`src/rtl/pva_pkg.sv`:
```
package pva_pkg;

  // voice pool and field widths
  localparam int NUM_VOICES = 24;
  localparam int MASK_BITS  = 24;
  localparam int PRIO_W     = 8;
  localparam int VOICE_W    = 5;
  localparam int VIDX_W     = (NUM_VOICES > 1) ? $clog2(NUM_VOICES) : 1;

  // voices examined together in one group of the scan
  localparam int GROUP_SIZE = 8;
  localparam int NUM_GROUPS = (NUM_VOICES + GROUP_SIZE - 1) / GROUP_SIZE;

  // play request
  typedef struct packed {
    logic [PRIO_W-1:0]    request_priority;
    logic [MASK_BITS-1:0] active_mask;
  } req_t;

  // allocation result
  typedef struct packed {
    logic               granted;
    logic [VOICE_W-1:0] voice;
    logic               steal;
  } res_t;

  // controller to datapath commands
  typedef struct packed {
    logic load;
    logic scan;
    logic commit;
  } cmd_t;

endpackage

```
`src/rtl/pva_ctrl.sv`:
```
module pva_ctrl
  import pva_pkg::*;
(
  input  logic clk,
  input  logic rst,
  input  logic req_valid,
  output logic req_stall,
  output logic res_valid,
  input  logic res_stall,
  output cmd_t cmd
);

  typedef enum logic [1:0] {
    S_IDLE,
    S_SCAN,
    S_COMMIT
  } state_t;

  state_t state;

  // commands decoded from state
  always_comb begin
    cmd.load   = (state == S_IDLE) && req_valid;
    cmd.scan   = (state == S_SCAN);
    cmd.commit = (state == S_COMMIT) && (!res_valid || !res_stall);
  end

  assign req_stall = (state != S_IDLE);

  // state and result valid
  always_ff @(posedge clk) begin
    if (rst) begin
      state     <= S_IDLE;
      res_valid <= 1'b0;
    end else begin
      if (cmd.commit) begin
        res_valid <= 1'b1;
      end else if (res_valid && !res_stall) begin
        res_valid <= 1'b0;
      end
      unique case (state)
        S_IDLE: begin
          if (cmd.load) begin
            state <= S_SCAN;
          end
        end
        S_SCAN: begin
          state <= S_COMMIT;
        end
        S_COMMIT: begin
          if (cmd.commit) begin
            state <= S_IDLE;
          end
        end
        default: begin
          state <= S_IDLE;
        end
      endcase
    end
  end

  // a loaded request is always scanned next
  a_load_then_scan: assert property (@(posedge clk) disable iff (rst)
    cmd.load |=> cmd.scan)
    else $error("scan did not follow load");

  // a commit always presents a result
  a_commit_valid: assert property (@(posedge clk) disable iff (rst)
    cmd.commit |=> res_valid)
    else $error("result not presented after commit");

  // no new request while a result is being produced
  a_no_load_busy: assert property (@(posedge clk) disable iff (rst)
    (cmd.scan || cmd.commit) |-> req_stall)
    else $error("request accepted while busy");

endmodule

```
`src/rtl/pva_datapath.sv`:
```
module pva_datapath
  import pva_pkg::*;
(
  input  logic clk,
  input  logic rst,
  input  req_t req,
  input  cmd_t cmd,
  output res_t res
);

  logic [PRIO_W-1:0]     tbl [NUM_VOICES];
  logic [PRIO_W-1:0]     prio;
  logic [NUM_VOICES-1:0] idle;

  logic                  grp_has_idle [NUM_GROUPS];
  logic [VIDX_W-1:0]     grp_idle_idx [NUM_GROUPS];
  logic [PRIO_W-1:0]     grp_min_p    [NUM_GROUPS];
  logic [VIDX_W-1:0]     grp_min_idx  [NUM_GROUPS];

  logic                  grp_has_idle_next [NUM_GROUPS];
  logic [VIDX_W-1:0]     grp_idle_idx_next [NUM_GROUPS];
  logic [PRIO_W-1:0]     grp_min_p_next    [NUM_GROUPS];
  logic [VIDX_W-1:0]     grp_min_idx_next  [NUM_GROUPS];

  logic [NUM_VOICES+MASK_BITS-1:0] mask_ext;
  logic [NUM_VOICES-1:0]           idle_in;

  logic              any_idle;
  logic [VIDX_W-1:0] idle_idx;
  logic [PRIO_W-1:0] min_p;
  logic [VIDX_W-1:0] min_idx;
  logic              steal;
  logic              granted;
  logic [VIDX_W-1:0] chosen;

  // voices beyond the mask count as idle
  assign mask_ext = {{NUM_VOICES{1'b0}}, req.active_mask};
  assign idle_in  = ~mask_ext[NUM_VOICES-1:0];

  // per group: first idle voice and lowest stored priority
  always_comb begin
    for (int g = 0; g < NUM_GROUPS; g++) begin
      grp_has_idle_next[g] = 1'b0;
      grp_idle_idx_next[g] = '0;
      grp_min_p_next[g]    = '0;
      grp_min_idx_next[g]  = '0;
      for (int j = 0; j < GROUP_SIZE; j++) begin
        if (g * GROUP_SIZE + j < NUM_VOICES) begin
          if (!grp_has_idle_next[g] && idle[g * GROUP_SIZE + j]) begin
            grp_has_idle_next[g] = 1'b1;
            grp_idle_idx_next[g] = VIDX_W'(g * GROUP_SIZE + j);
          end
          if (j == 0 || tbl[g * GROUP_SIZE + j] < grp_min_p_next[g]) begin
            grp_min_p_next[g]   = tbl[g * GROUP_SIZE + j];
            grp_min_idx_next[g] = VIDX_W'(g * GROUP_SIZE + j);
          end
        end
      end
    end
  end

  // across groups: lowest group wins ties
  always_comb begin
    any_idle = 1'b0;
    idle_idx = '0;
    min_p    = grp_min_p[0];
    min_idx  = grp_min_idx[0];
    for (int g = 0; g < NUM_GROUPS; g++) begin
      if (!any_idle && grp_has_idle[g]) begin
        any_idle = 1'b1;
        idle_idx = grp_idle_idx[g];
      end
      if (g > 0 && grp_min_p[g] < min_p) begin
        min_p   = grp_min_p[g];
        min_idx = grp_min_idx[g];
      end
    end
    steal   = !any_idle && (prio > min_p);
    granted = any_idle || steal;
    chosen  = any_idle ? idle_idx : min_idx;
  end

  // request capture, group results and result register
  always_ff @(posedge clk) begin
    if (cmd.load) begin
      prio <= req.request_priority;
      idle <= idle_in;
    end
    if (cmd.scan) begin
      for (int g = 0; g < NUM_GROUPS; g++) begin
        grp_has_idle[g] <= grp_has_idle_next[g];
        grp_idle_idx[g] <= grp_idle_idx_next[g];
        grp_min_p[g]    <= grp_min_p_next[g];
        grp_min_idx[g]  <= grp_min_idx_next[g];
      end
    end
    if (cmd.commit) begin
      res.granted <= granted;
      res.voice   <= granted ? VOICE_W'(chosen) : '0;
      res.steal   <= steal;
    end
  end

  // priority table: idle voices cleared on load, chosen voice written on a granted commit
  always_ff @(posedge clk) begin
    for (int v = 0; v < NUM_VOICES; v++) begin
      if (rst) begin
        tbl[v] <= '0;
      end else if (cmd.load && idle_in[v]) begin
        tbl[v] <= '0;
      end else if (cmd.commit && granted && chosen == VIDX_W'(v)) begin
        tbl[v] <= prio;
      end
    end
  end

  // granted voice takes the request priority
  a_tbl_write: assert property (@(posedge clk) disable iff (rst)
    (cmd.commit && granted) |=> tbl[$past(chosen)] == $past(prio))
    else $error("table not updated for granted voice");

  // a steal is only ever a grant
  a_steal_granted: assert property (@(posedge clk) disable iff (rst)
    (cmd.commit && steal) |=> (res.granted && res.steal))
    else $error("steal without grant");

  // a steal only takes a voice of strictly lower priority
  a_steal_lower: assert property (@(posedge clk) disable iff (rst)
    (cmd.commit && steal) |-> (tbl[chosen] < prio))
    else $error("stolen voice not lower priority");

endmodule

```
`src/rtl/priority_voice_allocator_core.sv`:
```
// Voice allocator with priority stealing. Each play request carries the sound's
// priority and the active-voice mask; voices shown idle have their stored
// priority cleared, the lowest-numbered idle voice is granted, and if none is
// idle the voice with the lowest stored priority (lowest index on ties) is
// stolen with a key-off flag, provided the request priority is strictly higher;
// otherwise the request is refused with all result fields zero. Exactly one
// result follows every request. A request is first captured, with idle voices
// cleared; the voices are then scanned in groups of eight, and the groups are
// combined and the priority table updated as the result is registered. The
// next request is taken the cycle after the result is registered, even while
// that result is still stalled, but no new request is taken before then; a
// result that is still waiting when the next request reaches its commit step
// holds that request until the result is taken.
module priority_voice_allocator_core
  import pva_pkg::*;
(
  input  logic clk,
  input  logic rst,
  input  logic req_valid,
  output logic req_stall,
  input  req_t req,
  output logic res_valid,
  input  logic res_stall,
  output res_t res
);

  cmd_t cmd;

  // sequencing
  pva_ctrl u_ctrl (
    .clk       (clk),
    .rst       (rst),
    .req_valid (req_valid),
    .req_stall (req_stall),
    .res_valid (res_valid),
    .res_stall (res_stall),
    .cmd       (cmd)
  );

  // table, scan and result
  pva_datapath u_datapath (
    .clk (clk),
    .rst (rst),
    .req (req),
    .cmd (cmd),
    .res (res)
  );

endmodule
```
`config.mk`:
```
export PLATFORM = sky130hd
export DESIGN_NAME = priority_voice_allocator_core
export DESIGN_NICKNAME = d
export VERILOG_FILES = /design/src/rtl/pva_pkg.sv /design/src/rtl/pva_ctrl.sv /design/src/rtl/pva_datapath.sv /design/src/rtl/priority_voice_allocator_core.sv
export SDC_FILE = /design/constraint.sdc
export NUM_CORES = 1
export LEC_CHECK = 0
export ABC_AREA = 1
export ABC_CLOCK_PERIOD_IN_PS = 9200
export BUFFER_PORTS_ARGS = -buffer_cell sky130_fd_sc_hd__clkbuf_2
export CORE_AREA = 2 2 208 210
export DETAILED_ROUTE_END_ITERATION = 16
export DIE_AREA = 0 0 210 212
export SLEW_MARGIN = 10
export SYNTH_ARGS = -nofsm -noshare
export SYNTH_HDL_FRONTEND = slang
export SYNTH_SLANG_ARGS = --single-unit
```
`constraint.sdc`:
```
create_clock -name clk -period 9.2 [get_ports clk]
set_input_delay 1.38 -clock clk [delete_from_list [all_inputs] [get_ports clk]]
set_output_delay 1.38 -clock clk [all_outputs]
set_load 0.02 [all_outputs]
```
==> results.sh <==
export IMPL_clkSinkCount=281
export IMPL_fillers=4006
export IMPL_cts_max_level=2
export IMPL_viasPerCell=5.199
export IMPL_final_max_slew_viol_count=0
export IMPL_holdWs_ps=506.8
export IMPL_swShare_pct=37.42
export IMPL_power_mw=4.831
export IMPL_hpwl_mm=31.43
export IMPL_grt_pass1_vias=12860
export IMPL_cp_end_kind="register"
export IMPL_p_per_area_mw_per_mm2=249.5
export IMPL_grt_max_degree=48
export IMPL_grt_antenna_before_repair=0
export IMPL_relSlewSlack_pct=18.72
export IMPL_clock_fmax_mhz=114.1
export IMPL_diodes=0
export IMPL_yosys_area_top_type="edfxtp_1"
export IMPL_synthMuxAreaShare_pct=0
export IMPL_synth_ff_type="edfxtp_1"
export IMPL_route_detailed_drc=0
export IMPL_arrival_ps=9050
export IMPL_synth_cell_type_count=41
export IMPL_io_buffers=44
export IMPL_stdcell_area_mm2=0.01936
export IMPL_synth_edf_count=278
export IMPL_comb_power_share_pct=40.9
export IMPL_crit_top_cell="nand2_1"
export IMPL_fp_dieH_um=212
export IMPL_drv_cap=0
export IMPL_p_leak_nw=8.776
export IMPL_yosysWarnings=0
export IMPL_grt_pass1_wl_mm=67.80
export IMPL_top_level_ports=45
export IMPL_cts_made_buffers=34
export IMPL_required_ps=9490
export IMPL_critPathMaxStageDelay_ps=410
export IMPL_num_vias=13400
export IMPL_initial_core_util_pct=39.40
export IMPL_clockBufferDepth=3
export IMPL_critical_path_class="register to register"
export IMPL_hold_viol=0
export IMPL_clock_root_buffer="clkbuf_16"
export IMPL_switchingPower_mw=1.808
export IMPL_place_inst=2495
export IMPL_routed_wl_mm=43.54
export IMPL_overflow=0
export IMPL_worstMarginPinSlew_ps=1218
export IMPL_drive_above_1_share_pct=12.70
export IMPL_avgRoutedWirePerCell_um=16.89
export IMPL_area_growth_pct=15.64
export IMPL_layout_common_cells="463 x nand2_1, 281 x nor2_1, 278 x edfxtp_1"
export IMPL_fin_skew_ps=24.50
export IMPL_setup_viol=0
export IMPL_track_usage_pct=19.61
export IMPL_clk_pin_slew_worst_paths_ps=60
export IMPL_seq_power_share_pct=32.5
export IMPL_cts_tree="built"
export IMPL_critPathSlowestCell="edfxtp_1"
export IMPL_yosys_area_share_adder_pct=11.95
export IMPL_fin_nets=2203
export IMPL_crit_fanout=14
export IMPL_synth_xor_area_share_pct=0
export IMPL_synth_seq_cells=281
export IMPL_power_internal_mw=3.024
export IMPL_insertion_delay_ps=540
export IMPL_syn_avg_cell_area_um2=8.828
export IMPL_yosysSeqAreaShare_pct=50.21
export IMPL_synth_compound_area_share_pct=9.504
export IMPL_cp_start_kind="register"
export IMPL_placed_area_mm2=0.01788
export IMPL_firstDrtPassIters=5
export IMPL_finalCriticalPeriod_ps=8768
export IMPL_synth_area_mm2=0.01675
export IMPL_setup_tns_ps=0
export IMPL_fin_crit_sh_pct=95.30
export IMPL_min_path_type="register to register"
export IMPL_netlist_top_cells_area="edfxtp_1 50%, ha_1 12%, nand2_1 11%, nor2_1 6.3%, o21ai_0 4.7%"
export IMPL_postRouteAntennaNets=0
export IMPL_synth_top_area_share_pct=49.85
export IMPL_outcome="completed"
export IMPL_layout_cells_non_filler=2578
export IMPL_synth_top_family_by_area="simple AND/OR/NAND/NOR gates"
export IMPL_core_mm2=0.04251
export IMPL_power_frac_clock_pct=26.5
export IMPL_vdd_drop_max_mv=0.1247
export IMPL_die_x_um=210
export IMPL_synthArstFlopShare_pct=0
export IMPL_rows=76
export IMPL_syn_num_nets=2093
export IMPL_yosys_area_share_simple_pct=22.33
export IMPL_place_congestion=0.8728
export IMPL_synthCells=1897
export IMPL_final_common_cell="nand2_1"
export IMPL_first_iter_violations=851
export IMPL_die_area_mm2=0.04452
## logic make-up after synthesis
| kind of cell | count (synthesis) |
|---|---|
| fa+ha+maj | 160 |
| simple gates | 912 |
| buf+inv | 259 |
| compound gates | 285 |
| flops | 281 |
## layout make-up
cell class	count	area [um2]	share of cell area (%)
inverters	213	799.5	4.129
well taps	546	683.2	3.528
repair buffers	113	767.0	3.961
clock inverters	18	160.2	0.8270
flip-flops and latches	281	8408	43.42
multi-input cells	1364	7662	39.57
clock buffers	43	884.6	4.568
## layer usage
layer | wire length, um | GRT usage (%) | up-vias
met5 | 0 | 0 | -
met4 | 1258 | 6.823 | 0
met3 | 2096 | 2.363 | 74
met2 | 20510 | 33.04 | 338
met1 | 19680 | 26.25 | 6338
li1 | - | - | 6653
## flip-flops by register name, summed over array words and instances (netlist names)
register and count:
u_datapath.tbl 192, u_datapath.grp_min_idx 9, u_ctrl.state 2, u_datapath.grp_min_p 24
u_datapath.res 7, u_datapath.idle 24, u_datapath.prio 8, u_ctrl.res_valid 1
u_datapath.grp_has_idle 3, u_datapath.grp_idle_idx 11
## repair_timing
| item | CTS | global route |
|---|---|---|
| hold buffers | 0 | 0 |
| gates resized for setup | 18 | 123 |
| pin swaps | 1 | 27 |
| endpoints found under the setup margin | 27 | 33 |
| setup buffers | 4 | 11 |
| cloned | 1 | 6 |
## cells in the mapped netlist (all sizes together), types with 2 or more instances
cell    count
o211ai     14
a22o        2
o21a       11
dfxtp       3
and2        4
a21oi      65
o21ai     159
nand3      99
nand4      14
edfxtp    278
o21bai      7
buf        10
nand2     499
o31ai       2
clkbuf     36
nor2      283
nor3        3
a21boi      3
or2         3
a211oi     14
nand3b      6
inv       208
clkinv      5
ha        160
## metrics by stage
step                      setup WS [ps]  util [%]
after floorplan                   5.124         -
after global placement           -27.84     42.07
after detailed placement         -681.8     42.07
after CTS                         9.080     44.63
after global routing             -78.36     45.56
final                             432.5     45.56
## worst paths after layout
| check | startpoint | cells after the start | to | slack, ps |
|---|---|---|---|---|
| worst max-delay path | u_datapath.tbl[0][13] | 50 | u_datapath.grp_min_p[0][4] | 430 |
| worst min-delay path | u_ctrl.res_valid | 2 | u_ctrl.res_valid | 510 |
| worst max register to register | u_datapath.tbl[0][13] | 50 | u_datapath.grp_min_p[0][4] | 430 |
| worst min register to register | u_ctrl.res_valid | 2 | u_ctrl.res_valid | 510 |
## power by group through the flow
stage	Combinational, mW	Sequential (mW)	Clock (mW)
2_1_floorplan	1.26	1.58	0
3_3_place_gp	1.72	1.59	0
3_5_place_dp	1.79	1.59	0
4_1_cts	1.82	1.57	1.31
5_1_grt	2.26	1.58	1.35
6_report	1.98	1.57	1.28
## critical path: cells and delay by family (launching register included)
kind / cells / cell delay [ps]
simple gates: 22 / 2200
flops: 1 / 410
buf+inv: 4 / 650
compound gates: 17 / 3050
fa+ha+maj: 7 / 2170
Note: power is estimated with default switching activity, not from simulation.
